<file path="config.mk">
export PLATFORM = sky130hd
export DESIGN_NAME = interval_set_union_difference
export DESIGN_NICKNAME = d
export VERILOG_FILES = /design/src/rtl/isud_pkg.sv /design/src/rtl/isud_mem.sv /design/src/rtl/interval_set_union_difference.sv
export VERILOG_INCLUDE_DIRS = /design/src /design/src/rtl
export SDC_FILE = /design/constraint.sdc
export NUM_CORES = 2
export LEC_CHECK = 0
export BUFFER_PORTS_ARGS = -buffer_cell sky130_fd_sc_hd__buf_2
export CAP_MARGIN = 15
export CORE_ASPECT_RATIO = 1.2
export CORE_MARGIN = 2
export CORE_UTILIZATION = 57
export CTS_CLUSTER_DIAMETER = 150
export DETAILED_ROUTE_END_ITERATION = 6
export PLACE_DENSITY_LB_ADDON = 0.12
export SKIP_LAST_GASP = 1
export SYNTH_ARGS = -nofsm -noshare
export SYNTH_HDL_FRONTEND = slang
export SYNTH_SLANG_ARGS = --single-unit
</file>
<file path="constraint.sdc">
create_clock -name clk -period 7.85 [get_ports clk]
set_input_delay 0.785 -clock clk [delete_from_list [all_inputs] [get_ports clk]]
set_output_delay 0.785 -clock clk [all_outputs]
set_load 0.01 [all_outputs]
</file>
<file path="src/rtl/assert_macros.svh">
// Assertion macros used by the top level RTL file of the interval set block.
`ifndef ASSERT_MACROS_SVH
`define ASSERT_MACROS_SVH

// Condition must hold at every clock edge outside reset.
`define ASSERT_ALWAYS(label, clk, rst_n, cond, msg) \
	label: assert property (@(posedge clk) disable iff (!rst_n) (cond)) \
		else $error(msg);

// Antecedent in one cycle implies consequent in the next cycle.
`define ASSERT_NEXT(label, clk, rst_n, ante, cons, msg) \
	label: assert property (@(posedge clk) disable iff (!rst_n) (ante) |=> (cons)) \
		else $error(msg);

// Antecedent implies consequent in the same cycle.
`define ASSERT_IMPLIES(label, clk, rst_n, ante, cons, msg) \
	label: assert property (@(posedge clk) disable iff (!rst_n) (ante) |-> (cons)) \
		else $error(msg);

`endif

</file>
<file path="src/rtl/isud_pkg.sv">
// Package with the shared constants of the interval set block.
`timescale 1ns / 1ps
package isud_pkg;
	// Default parameter values.
	localparam int ID_WIDTH_DEF      = 20;
	localparam int MAX_INTERVALS_DEF = 16;

	// Operation codes carried in the input tuser.
	localparam logic [1:0] FUNC_INSERT = 2'd0;
	localparam logic [1:0] FUNC_QUERY  = 2'd1;
	localparam logic [1:0] FUNC_DIFF   = 2'd2;
	localparam logic [1:0] FUNC_CLEAR  = 2'd3;

	// Width of one stored interval entry, start above end.
	function automatic int entry_width(input int id_width);
		return 2 * id_width;
	endfunction
endpackage

</file>
<file path="src/rtl/isud_mem.sv">
// Interval table memory: one write port and one registered read port.
`timescale 1ns / 1ps
module isud_mem #(
	parameter int ID_WIDTH      = isud_pkg::ID_WIDTH_DEF,
	parameter int MAX_INTERVALS = isud_pkg::MAX_INTERVALS_DEF
) (
	input  logic                                        clk,
	input  logic                                        we,
	input  logic [$clog2(MAX_INTERVALS)-1:0]            waddr,
	input  logic [isud_pkg::entry_width(ID_WIDTH)-1:0]  wdata,
	input  logic                                        re,
	input  logic [$clog2(MAX_INTERVALS)-1:0]            raddr,
	output logic [isud_pkg::entry_width(ID_WIDTH)-1:0]  rdata
);
	import isud_pkg::*;

	localparam int EW = entry_width(ID_WIDTH);

	logic [EW-1:0] mem [MAX_INTERVALS];

	// Write port.
	always_ff @(posedge clk) begin
		if (we) begin
			mem[waddr] <= wdata;
		end
	end

	// Registered read port; data holds while no read is issued.
	always_ff @(posedge clk) begin
		if (re) begin
			rdata <= mem[raddr];
		end
	end
endmodule

</file>
<file path="src/rtl/interval_set_union_difference.sv">
// Top level of the sorted interval set with insert, query, diff and clear.
`timescale 1ns / 1ps
// Usage:
// The slave stream takes one command per transaction: tuser holds func and
// peer_empty, tlast holds peer_last, tdata holds range_low, range_high and
// query_id. The master stream returns results; tlast marks the last result
// of a command, tuser holds out_valid, is_member and overflow, and tdata
// holds out_low, out_high and held_count.
// A small sequencer drives one compare and add unit over the interval table,
// one table entry at a time (registered memory read, then evaluate).
// A query scans the table once and a clear scans nothing; a diff step
// scans once for one peer gap (twice for a final step with two gaps),
// and an insert scans, moves entries as needed, then rescans to recount
// held ids. s_tready is high only while the sequencer is idle.
// Reset empties the set and the diff state; the table contents themselves
// are not cleared. A stalled receiver holds the result in the output
// register and the sequencer waits before it produces another result.
module interval_set_union_difference #(
	parameter int ID_WIDTH      = isud_pkg::ID_WIDTH_DEF,
	parameter int MAX_INTERVALS = isud_pkg::MAX_INTERVALS_DEF
) (
	input  logic                                clk,
	input  logic                                arst_n,
	input  logic                                s_tvalid,
	output logic                                s_tready,
	// Fields from bit 0: range_low, range_high, query_id, zero fill.
	input  logic [((3*ID_WIDTH+7)/8)*8-1:0]     s_tdata,
	// Fields from bit 0: func (2 bits), peer_empty.
	input  logic [2:0]                          s_tuser,
	input  logic                                s_tlast,
	output logic                                m_tvalid,
	input  logic                                m_tready,
	// Fields from bit 0: out_low, out_high, held_count, zero fill.
	output logic [((3*ID_WIDTH+7)/8)*8-1:0]     m_tdata,
	// Fields from bit 0: out_valid, is_member, overflow.
	output logic [2:0]                          m_tuser,
	output logic                                m_tlast
);
	import isud_pkg::*;

	localparam int W  = ID_WIDTH;
	localparam int AW = $clog2(MAX_INTERVALS);
	localparam int CW = $clog2(MAX_INTERVALS + 1);
	localparam int DW = ((3*ID_WIDTH+7)/8)*8;
	localparam int EW = entry_width(ID_WIDTH);
	localparam logic [CW-1:0] MaxCount = CW'(MAX_INTERVALS);
	localparam logic [W:0]    IdMax    = {1'b0, {W{1'b1}}};

	// Sequencer states.
	localparam logic [3:0] S_IDLE  = 4'd0;
	localparam logic [3:0] S_RD    = 4'd1;
	localparam logic [3:0] S_EV    = 4'd2;
	localparam logic [3:0] S_MWR   = 4'd3;
	localparam logic [3:0] S_DNRD  = 4'd4;
	localparam logic [3:0] S_DNWR  = 4'd5;
	localparam logic [3:0] S_UPRD  = 4'd6;
	localparam logic [3:0] S_UPWR  = 4'd7;
	localparam logic [3:0] S_INSWR = 4'd8;
	localparam logic [3:0] S_FIN   = 4'd9;

	// Scan modes.
	localparam logic [1:0] MODE_INS  = 2'd0;
	localparam logic [1:0] MODE_QRY  = 2'd1;
	localparam logic [1:0] MODE_DIFF = 2'd2;
	localparam logic [1:0] MODE_SUM  = 2'd3;

	logic [3:0]    state_q;
	logic [1:0]    mode_q;
	logic [W-1:0]  a_q, b_q, qid_q;
	logic [W:0]    g0_q, g1_q;
	logic          more_q;
	logic [CW-1:0] i_q, count_q, p_q;
	logic [W-1:0]  held_q, prev_q, acc_q, mstart_q, mend_q;
	logic          found_q, pfound_q, member_q, ovf_q;
	logic [AW-1:0] first_q, lastm_q;
	logic          pend_v_q;
	logic [W-1:0]  pend_lo_q, pend_hi_q;
	logic [W-1:0]  o_lo_q, o_hi_q, o_held_q;
	logic          o_valid_q, o_last_q, o_member_q, o_ovf_q, m_tvalid_q;

	logic          mem_we, mem_re;
	logic [AW-1:0] mem_waddr, mem_raddr;
	logic [EW-1:0] mem_wdata, mem_rdata;

	logic [W-1:0]  in_lo, in_hi, in_qid, rs, rend;
	logic [1:0]    in_func;
	logic [W:0]    ilo, ihi;
	logic          hit, overlap, slot_free, accept, emit;
	logic [AW-1:0] removed;

	assign in_lo   = s_tdata[W-1:0];
	assign in_hi   = s_tdata[2*W-1:W];
	assign in_qid  = s_tdata[3*W-1:2*W];
	assign in_func = s_tuser[1:0];

	assign rs   = mem_rdata[EW-1:W];
	assign rend = mem_rdata[W-1:0];

	assign s_tready  = (state_q == S_IDLE);
	assign accept    = s_tvalid && s_tready;
	assign slot_free = !m_tvalid_q || m_tready;
	assign removed   = lastm_q - first_q;

	// A result enters the output register at the final step or when a held range is pushed out.
	assign emit = slot_free && ((state_q == S_FIN) ||
	              (state_q == S_EV && mode_q == MODE_DIFF && hit && pend_v_q));

	// Shared compare unit: gap intersection and insert overlap test.
	always_comb begin
		ilo     = ({1'b0, rs} > g0_q) ? {1'b0, rs} : g0_q;
		ihi     = ({1'b0, rend} < g1_q) ? {1'b0, rend} : g1_q;
		hit     = (ilo <= ihi);
		overlap = ({1'b0, rs} <= ({1'b0, b_q} + 1'b1)) &&
		          (({1'b0, rend} + 1'b1) >= {1'b0, a_q});
	end

	// Table port control.
	always_comb begin
		mem_re    = 1'b0;
		mem_raddr = i_q[AW-1:0];
		mem_we    = 1'b0;
		mem_waddr = i_q[AW-1:0];
		mem_wdata = mem_rdata;
		case (state_q)
			S_RD, S_DNRD: begin
				mem_re = (i_q != count_q);
			end
			S_UPRD: begin
				mem_re    = (i_q != p_q);
				mem_raddr = AW'(i_q - 1'b1);
			end
			S_MWR: begin
				mem_we    = 1'b1;
				mem_waddr = first_q;
				mem_wdata = {((mstart_q < a_q) ? mstart_q : a_q),
				             ((mend_q > b_q) ? mend_q : b_q)};
			end
			S_DNWR: begin
				mem_we    = 1'b1;
				mem_waddr = i_q[AW-1:0] - removed;
			end
			S_UPWR: begin
				mem_we = 1'b1;
			end
			S_INSWR: begin
				mem_we    = 1'b1;
				mem_waddr = p_q[AW-1:0];
				mem_wdata = {a_q, b_q};
			end
			default: begin
				mem_re = 1'b0;
			end
		endcase
	end

	isud_mem #(
		.ID_WIDTH      (ID_WIDTH),
		.MAX_INTERVALS (MAX_INTERVALS)
	) u_mem (
		.clk   (clk),
		.we    (mem_we),
		.waddr (mem_waddr),
		.wdata (mem_wdata),
		.re    (mem_re),
		.raddr (mem_raddr),
		.rdata (mem_rdata)
	);

	// Output valid flag: set on a new result, cleared when the receiver takes it.
	always_ff @(posedge clk or negedge arst_n) begin
		if (!arst_n) begin
			m_tvalid_q <= 1'b0;
		end else if (emit) begin
			m_tvalid_q <= 1'b1;
		end else if (m_tready) begin
			m_tvalid_q <= 1'b0;
		end
	end

	// Sequencer and result path.
	always_ff @(posedge clk or negedge arst_n) begin
		if (!arst_n) begin
			state_q    <= S_IDLE;
			count_q    <= '0;
			held_q     <= '0;
			prev_q     <= '0;
			pend_v_q   <= 1'b0;
		end else begin
			case (state_q)
				S_IDLE: begin
					if (accept) begin
						a_q      <= in_lo;
						b_q      <= in_hi;
						qid_q    <= in_qid;
						i_q      <= '0;
						p_q      <= count_q;
						found_q  <= 1'b0;
						pfound_q <= 1'b0;
						member_q <= 1'b0;
						ovf_q    <= 1'b0;
						pend_v_q <= 1'b0;
						more_q   <= 1'b0;
						case (in_func)
							FUNC_INSERT: begin
								mode_q <= MODE_INS;
								if (in_lo == '0 || in_lo > in_hi) begin
									state_q <= S_FIN;
								end else begin
									state_q <= S_RD;
								end
							end
							FUNC_QUERY: begin
								mode_q  <= MODE_QRY;
								state_q <= S_RD;
							end
							FUNC_DIFF: begin
								mode_q <= MODE_DIFF;
								if (s_tuser[2]) begin
									g0_q    <= (W+1)'(1);
									g1_q    <= IdMax;
									prev_q  <= '0;
									state_q <= S_RD;
								end else begin
									prev_q <= s_tlast ? '0 : in_hi;
									if (in_lo != '0) begin
										g0_q    <= {1'b0, prev_q} + 1'b1;
										g1_q    <= {1'b0, in_lo} - 1'b1;
										more_q  <= s_tlast;
										state_q <= S_RD;
									end else if (s_tlast) begin
										g0_q    <= {1'b0, in_hi} + 1'b1;
										g1_q    <= IdMax;
										state_q <= S_RD;
									end else begin
										state_q <= S_FIN;
									end
								end
							end
							default: begin
								count_q <= '0;
								held_q  <= '0;
								prev_q  <= '0;
								state_q <= S_FIN;
							end
						endcase
					end
				end
				S_RD: begin
					if (i_q != count_q) begin
						state_q <= S_EV;
					end else begin
						case (mode_q)
							MODE_INS: begin
								if (found_q) begin
									state_q <= S_MWR;
								end else if (count_q >= MaxCount) begin
									ovf_q   <= 1'b1;
									state_q <= S_FIN;
								end else begin
									state_q <= S_UPRD;
								end
							end
							MODE_DIFF: begin
								if (more_q) begin
									g0_q   <= {1'b0, b_q} + 1'b1;
									g1_q   <= IdMax;
									more_q <= 1'b0;
									i_q    <= '0;
								end else begin
									state_q <= S_FIN;
								end
							end
							MODE_SUM: begin
								held_q  <= acc_q;
								state_q <= S_FIN;
							end
							default: begin
								state_q <= S_FIN;
							end
						endcase
					end
				end
				S_EV: begin
					case (mode_q)
						MODE_INS: begin
							if (overlap) begin
								if (!found_q) begin
									found_q  <= 1'b1;
									first_q  <= i_q[AW-1:0];
									mstart_q <= rs;
								end
								lastm_q <= i_q[AW-1:0];
								mend_q  <= rend;
							end
							if (!pfound_q && rs > b_q) begin
								pfound_q <= 1'b1;
								p_q      <= i_q;
							end
							i_q     <= i_q + 1'b1;
							state_q <= S_RD;
						end
						MODE_QRY: begin
							if (qid_q >= rs && qid_q <= rend) begin
								member_q <= 1'b1;
							end
							i_q     <= i_q + 1'b1;
							state_q <= S_RD;
						end
						MODE_DIFF: begin
							// A new range pushes the held one out unless the output is busy.
							if (!hit) begin
								i_q     <= i_q + 1'b1;
								state_q <= S_RD;
							end else if (!pend_v_q || slot_free) begin
								if (pend_v_q) begin
									o_lo_q     <= pend_lo_q;
									o_hi_q     <= pend_hi_q;
									o_valid_q  <= 1'b1;
									o_last_q   <= 1'b0;
									o_member_q <= 1'b0;
									o_ovf_q    <= 1'b0;
									o_held_q   <= held_q;
								end
								pend_v_q  <= 1'b1;
								pend_lo_q <= ilo[W-1:0];
								pend_hi_q <= ihi[W-1:0];
								i_q       <= i_q + 1'b1;
								state_q   <= S_RD;
							end
						end
						default: begin
							acc_q   <= acc_q + (rend - rs + 1'b1);
							i_q     <= i_q + 1'b1;
							state_q <= S_RD;
						end
					endcase
				end
				S_MWR: begin
					i_q     <= CW'(lastm_q) + 1'b1;
					state_q <= S_DNRD;
				end
				S_DNRD: begin
					if (i_q == count_q) begin
						count_q <= count_q - CW'(removed);
						mode_q  <= MODE_SUM;
						acc_q   <= '0;
						i_q     <= '0;
						state_q <= S_RD;
					end else begin
						state_q <= S_DNWR;
					end
				end
				S_DNWR: begin
					i_q     <= i_q + 1'b1;
					state_q <= S_DNRD;
				end
				S_UPRD: begin
					if (i_q == p_q) begin
						state_q <= S_INSWR;
					end else begin
						state_q <= S_UPWR;
					end
				end
				S_UPWR: begin
					i_q     <= i_q - 1'b1;
					state_q <= S_UPRD;
				end
				S_INSWR: begin
					count_q <= count_q + 1'b1;
					mode_q  <= MODE_SUM;
					acc_q   <= '0;
					i_q     <= '0;
					state_q <= S_RD;
				end
				S_FIN: begin
					// Final result of the command, carrying the held range if any.
					if (slot_free) begin
						o_lo_q     <= pend_v_q ? pend_lo_q : '0;
						o_hi_q     <= pend_v_q ? pend_hi_q : '0;
						o_valid_q  <= pend_v_q;
						o_last_q   <= 1'b1;
						o_member_q <= member_q;
						o_ovf_q    <= ovf_q;
						o_held_q   <= held_q;
						pend_v_q   <= 1'b0;
						state_q    <= S_IDLE;
					end
				end
				default: begin
					state_q <= S_IDLE;
				end
			endcase
		end
	end

	assign m_tvalid = m_tvalid_q;
	assign m_tdata  = DW'({o_held_q, o_hi_q, o_lo_q});
	assign m_tuser  = {o_ovf_q, o_member_q, o_valid_q};
	assign m_tlast  = o_last_q;

`include "assert_macros.svh"

	`ASSERT_ALWAYS(a_count_bound, clk, arst_n, count_q <= MaxCount, "interval count above table size")
	`ASSERT_IMPLIES(a_idle_no_pend, clk, arst_n, s_tready, !pend_v_q, "held range left while idle")
	`ASSERT_NEXT(a_busy_after_accept, clk, arst_n, accept, !s_tready, "ready stayed high after accept")
endmodule
</file>
# Word-level counts from Yosys, hierarchy flattened
# Memory sizes are Yosys's and may differ from the RTL's. A register that Yosys moved wholly into a read port is not among the register bits.
# Index checks and enable logic that the tools add are counted.
[classes]
order_cmp = 12
reduce_logical = 53
n_addsub = 15
n_eq_ne = 44
muxes = 144
n_bitwise = 2
[op_table]
columns = ["operator", "n"]
rows = [
  ["20-bit 2-to-1 mux", 27],
  ["21-bit 2-to-1 mux", 18],
  ["20-bit one-hot mux with 2 select lines", 5],
  ["20-bit by 1-bit adder with 21-bit output (second input constant)", 4],
  ["21-bit one-hot mux with 2 select lines", 2],
  ["40-bit one-hot mux with 2 select lines", 1],
  ["5-bit 2-to-1 mux", 14],
  ["20-bit greater-than comparator", 3],
  ["4-bit 2-to-1 mux", 15],
  ["20-bit one-hot mux with 3 select lines", 1],
  ["5-bit one-hot mux with 8 select lines", 1],
  ["5-bit AND reduction", 8],
  ["1-bit 2-to-1 mux", 38],
  ["4-bit one-hot mux with 9 select lines", 1],
  ["2-bit != test (second input constant)", 12],
  ["4-bit one-hot mux with 3 select lines", 2],
  ["21-bit by 20-bit >= comparator with 1-bit output", 1],
  ["20-bit by 21-bit greater-than comparator with 1-bit output", 1],
  ["20-bit by 21-bit <= comparator with 1-bit output", 1],
  ["21-bit <= comparator", 1],
  ["20-bit by 21-bit less-than comparator with 1-bit output", 1],
  ["20-bit by 1-bit subtractor with 21-bit output (second input constant)", 1],
  ["20-bit by 1-bit adder with 20-bit output (second input constant)", 1],
  ["20-bit adder", 1],
  ["other kinds (49)", 110],
]
[totals]
out_inout_bits = 70
ff_bits = 342
n_memories = 1
inputBits = 72
mem_bits_rw = 640
elab_cells = 304
[memory_table]
columns = ["name", "words", "word_bits", "read_ports", "rd_clocked_by_memory_dff", "write_ports", "line", "rtl"]
rows = [
  ["u_mem.mem", 16, 40, 1, 1, 1, "isud_mem.sv:19", "logic [EW-1:0] mem [MAX_INTERVALS];"],
]

# Logic depth before layout (Yosys ltp)
[depth]
depth_word = 8
ltp_mapped = 21

# By module
# Synthesis repeated with hierarchy kept, for this count alone.
[hier_totals]
cells_unflattened = 3236
area_unflattened_um2 = 48318.8
[modules_own_cells]
columns = ["mod", "cells_each", "area_per_inst_um2", "n_inst", "seq_area_each_um2"]
rows = [
  ["isud_mem", 1040, 25532.0, 1, 20419.6],
  ["interval_set_union_difference", 2196, 22786.9, 1, 10014.6],
]

# Worst setup path before layout
# Ideal clock, no wire load.
[synth_timing]
path_kind = "flip-flop to flip-flop"
from = "register u_mem.rdata[6] (netlist name), read port of u_mem.mem"
to = "register o_last_q (netlist: m_tlast) (enable)"
period_less_slack_ps = 7284
path_stages_with_launch = 21
t_arrival_ps = 6798
setup_time_ps = 486
t_required_ps = 7364
setup_slack_ps = 566
path_cell_list = "edfxtp_1 > ha_1 > a21o_1 > nand3_1 > a211oi_1 > o31ai_1 > a21oi_1 > o31ai_1 > a211o_1 > clkbuf_1 > clkbuf_1 > buf_2 > mux2i_1 > ha_1 > a21o_1 > a211o_1 > o211ai_1 > a21oi_1 > o31ai_1 > a41oi_1 > nor2_1"
[synth_via]
elab_chain_len = 5
[synth_lines]
columns = ["item", "line", "rtl"]
rows = [
  ["start: declaration", "isud_mem.sv:13", "output logic [isud_pkg::entry_width(ID_WIDTH)-1:0] rdata"],
  ["20-bit by 21-bit less-than comparator with 1-bit output", "interval_set_union_difference.sv:111", "ihi = ({1'b0, rend} < g1_q) ? {1'b0, rend} : g1_q;"],
  ["21-bit 2-to-1 mux (*)", "interval_set_union_difference.sv:111", ""],
  ["21-bit <= comparator (*)", "interval_set_union_difference.sv:112", "hit = (ilo <= ihi);"],
  ["2-bit != test (no source line) (*)", "n/a", ""],
  ["7-bit AND reduction (no source line) (*)", "n/a", ""],
  ["end signal: assignment", "interval_set_union_difference.sv:319", "o_last_q <= 1'b0;"],
  ["end signal: assignment", "interval_set_union_difference.sv:381", "o_last_q <= 1'b1;"],
  ["end: declaration", "interval_set_union_difference.sv:79", "logic o_valid_q, o_last_q, o_member_q, o_ovf_q, m_tvalid_q;"],
]
# Every way passes the cells marked *; elsewhere a longest branch is shown, timed or not.
# A chain may end at the register's enable or synchronous reset.

# Worst setup path after layout
[layout_timing]
from = "register u_mem.rdata[22] (netlist name), read port of u_mem.mem"
to = "register pend_lo_q[12] (enable)"
[layout_via]
elab_chain_len = 4
[layout_lines]
columns = ["item", "line", "rtl"]
rows = [
  ["20-bit by 21-bit greater-than comparator with 1-bit output", "interval_set_union_difference.sv:110", "ilo = ({1'b0, rs} > g0_q) ? {1'b0, rs} : g0_q;"],
  ["21-bit 2-to-1 mux", "interval_set_union_difference.sv:110", ""],
  ["via ilo[14]", "interval_set_union_difference.sv:87", "logic [W:0] ilo, ihi;"],
  ["21-bit <= comparator", "interval_set_union_difference.sv:112", ""],
  ["5-bit AND reduction (no source line)", "n/a", ""],
  ["end signal: assignment", "interval_set_union_difference.sv:325", "pend_lo_q <= ilo[W-1:0];"],
  ["end: declaration", "interval_set_union_difference.sv:77", "logic [W-1:0] pend_lo_q, pend_hi_q;"],
]
# The timed path passes the listed nets, and every way through them passes these cells.

==> results.py <==
metrics = {
    "run_status": {
        "outcome": "finished, violations left",
        "violations": "DRC",
    },
    "detailed_routing": {
        "ant_nets": 0,
        "first_pass_iters": 7,
        "post_drt_wl_per_cell_um": 29.1,
        "finalWirelength_um": 133000,
        "first_iter_violations": 2741,
        "vias": 29200,
        "vias_per_cell": 6.37,
        "drc": 2,
    },
    "die": {
        "dieWidth_um": 269,
        "core_region_area_sq_mm": 0.0835,
        "die_area_sq_mm": 0.0867,
        "start_util_pct": 57.6,
        "pin_count": 142,
        "die_h_um": 322,
        "std_cell_rows": 116,
    },
    "synthesis": {
        "yosys_warnings": 0,
        "syn_inst": 3179,
        "ys_seq_area_share_pct": 63.3,
        "synth_cell_types": 85,
        "synth_area_sq_mm": 0.0481,
        "synth_flop_cell": "edfxtp_1",
        "syn_avg_cell_area_sq_um": 15.1,
        "synth_seq_cells": 1022,
        "async_flop_share_pct": 4.99,
        "synth_edf_count": 971,
    },
    "cts": {
        "cts.sinks": 1022,
        "cts_resized": 0,
        "cts_buffers": 102,
        "cts_tree": "yes",
        "cts-hold-fix-buffers": 0,
        "clk_path_buf_depth": 3,
        "htreeDepth": 3,
        "worstSkewPairLatency_ns": 0.69,
        "root_buffer": "clkbuf_16",
        "clk_pin_slew_ns": 0.07,
        "postCtsSetupBuffers": 0,
    },
    "grt": {
        "grt_pass1_vias": 29700,
        "grt_max_degree": 129,
        "grt_pass1_wl_um": 195000,
        "antenna_found_initial": 6,
        "grt-ovfl-total": 0,
        "grt_usage_pct": 31.1,
    },
    "pwr": {
        "peakVddDrop_uv": 282,
        "p_leak_nw": 19.8,
        "power.density_mw_per_mm2": 426,
        "fin_total_pwr_mw": 23.0,
    },
    "layout": {
        "nets": 3729,
        "area_growth_pct": 12.1,
        "layout_common_cells": "edfxtp_1 (971), ha_1 (257), nand2_1 (233)",
        "final_common_cell": "edfxtp_1",
        "final_util_pct": 64.6,
        "n_fill_cell": 5981,
        "drive_gt1_share_pct": 17.9,
    },
    "timing": {
        "finalSetupTns_ns": 0,
        "period_needed_ns": 6.54,
        "rsz0062_at_grt": "no",
        "setup_viol": 0,
        "clock.fmax_mhz": 153,
        "tightest_slew_ns": 1.34,
        "skew_ns": 0.0255,
        "final-max-slew-violation-count": 0,
        "fin_crit_sh_pct": 83.4,
        "slew_headroom_pct": 9.83,
        "final_hold_viol_count": 0,
    },
    "worst_setup_path": {
        "cp_max_fo": 40,
        "r2r.worst_path.cells": 19,
        "cp-end-kind": "register",
        "cp_top_family": "compound AO/OA/AOI/OAI gates",
        "crit_required_ns": 8.15,
        "r2r_start": "u_mem.rdata[22]",
        "cp_num_buf_inv": 1,
        "worstSetupPathType": "reg -> reg",
        "crit_arrival_ns": 6.84,
        "slowest_stage": "o31ai_1",
        "slowest_delay_ns": 0.76,
        "worstReg2RegEnd": "pend_lo_q[12]",
        "rrSetupSlack_ns": 1.31,
        "worstSetupStartpointType": "register",
        "worstPathCellList": "ha_1 -> a21o_1 -> a21oi_1 -> o21ai_0 -> a21oi_1 -> o21ai_0 -> a211oi_1 -> a41o_1 -> mux2i_1 -> ha_1 -> a21o_1 -> a21o_1 -> a211o_1 -> o211ai_1 -> a21oi_1 -> o31ai_1 -> and3_1 -> and3_2 -> buf_4",
    },
    "place": {
        "io_buffers": 133,
        "hpwl_um": 89100,
        "routabilityCongestion": 1.00,
    },
    "min_path": {
        "hold_path_class": "in -> async",
    },
    "job": {
        "max-cap-violations": 0,
    },
}
-- synthesized netlist by cell type, drive strengths merged, types with 23 or more instances --
library cell	instances	area (sq um)
edfxtp	971	29200
a221o	23	230
clkbuf	87	327
a21o	54	405
nand4	40	250
mux4	200	4500
nor2b	66	413
xnor2	83	727
o31ai	31	233
buf	33	165
nor3	76	392
dfrtp	51	1280
a21oi	108	552
o21ai	88	440
nand2	233	875
xor2	27	236
mux2i	63	631
inv	219	822
ha	257	3220
nand3	60	300
nor2	124	465
-- sequential cells by signal, indices dropped and copies added, names as in the netlist, 21 cells and up --
signal and cells:
u_mem.rdata 40, g0_q 21, u_mem.mem 640, g1_q 21
-- stage by stage --
step	worst slack, ns	instances	cell area, sq um	hold slack, ns
finish	1.31	4586	53900	0.0532
global route	1.21	4583	53900	0.0427
detailed placement	1.35	4395	50600	0.431
CTS	1.33	4583	53900	0.0296
global placement	1.41	4395	50600	0.433
floorplan	0.566	3183	48100	0.425
-- layout make-up --
type                            instances  area (sq um)  area share [%]
Sequential cell                      1022         30400            56.5
Inverter                              221           830            1.54
Clock buffer                          128          2740            5.09
Multi-Input combinational cell       1820         16600            30.8
Timing Repair Buffer                  211          1290            2.39
Antenna cell                            3          7.51          0.0139
Tap cell                             1121          1400            2.60
Clock inverter                         60           578            1.07
-- worst register-to-register path, stage by stage, from the launching register on --
cell and delay [ns]:
edfxtp_1 0.73, ha_1 0.37, a21o_1 0.16, a21oi_1 0.13
o21ai_0 0.14, a21oi_1 0.18, o21ai_0 0.11, a211oi_1 0.27
a41o_1 0.72, mux2i_1 0.37, ha_1 0.30, a21o_1 0.16
a21o_1 0.18, a211o_1 0.29, o211ai_1 0.12, a21oi_1 0.22
o31ai_1 0.76, and3_1 0.28, and3_2 0.18, buf_4 0.44
-- metal layers --
metal,vias up,GRT usage (%),part of all wire (%)
met1,14900,38.8,38
met2,1294,54.4,51
li1,12700,-,-
met4,4,14.4,4.7
met3,286,4.22,6.4
met5,-,0,0.020
-- kinds of logic (layout without fill, tap and decap cells) --
logic type	after synthesis	after routing	synth area share [%]
xor gates and xnor gates	111	111	2.05
AOI/OAI and AO/OA	450	450	6.27
DFF	1022	1022	63.3
and+or+nand+nor	705	705	7.21
other	2	9	0.0156
buffers and inverters	341	620	2.75
muxes	269	269	10.8
adders and majority gates	279	279	7.60
-- how the worst max path moves through the flow --
stage | from | endpoint | cells past startpoint
6_report | u_mem.rdata[22] | pend_lo_q[12] | 19
5_1_grt | u_mem.rdata[22] | pend_lo_q[11] | 19
4_1_cts | u_mem.rdata[22] | pend_lo_q[12] | 19
3_5_place_dp | u_mem.rdata[22] | pend_hi_q[17] | 19
3_3_place_gp | u_mem.rdata[22] | pend_hi_q[18] | 20
2_1_floorplan | u_mem.rdata[6] | m_tlast | 20
-- where the power goes --
group / internal (mW) / total, mW / switching (mW)
sequential: 8.06 / 8.56 / 0.498
combinational: 3.61 / 9.57 / 5.97
clock: 2.75 / 4.83 / 2.08
(Power assumes the default switching activity.)
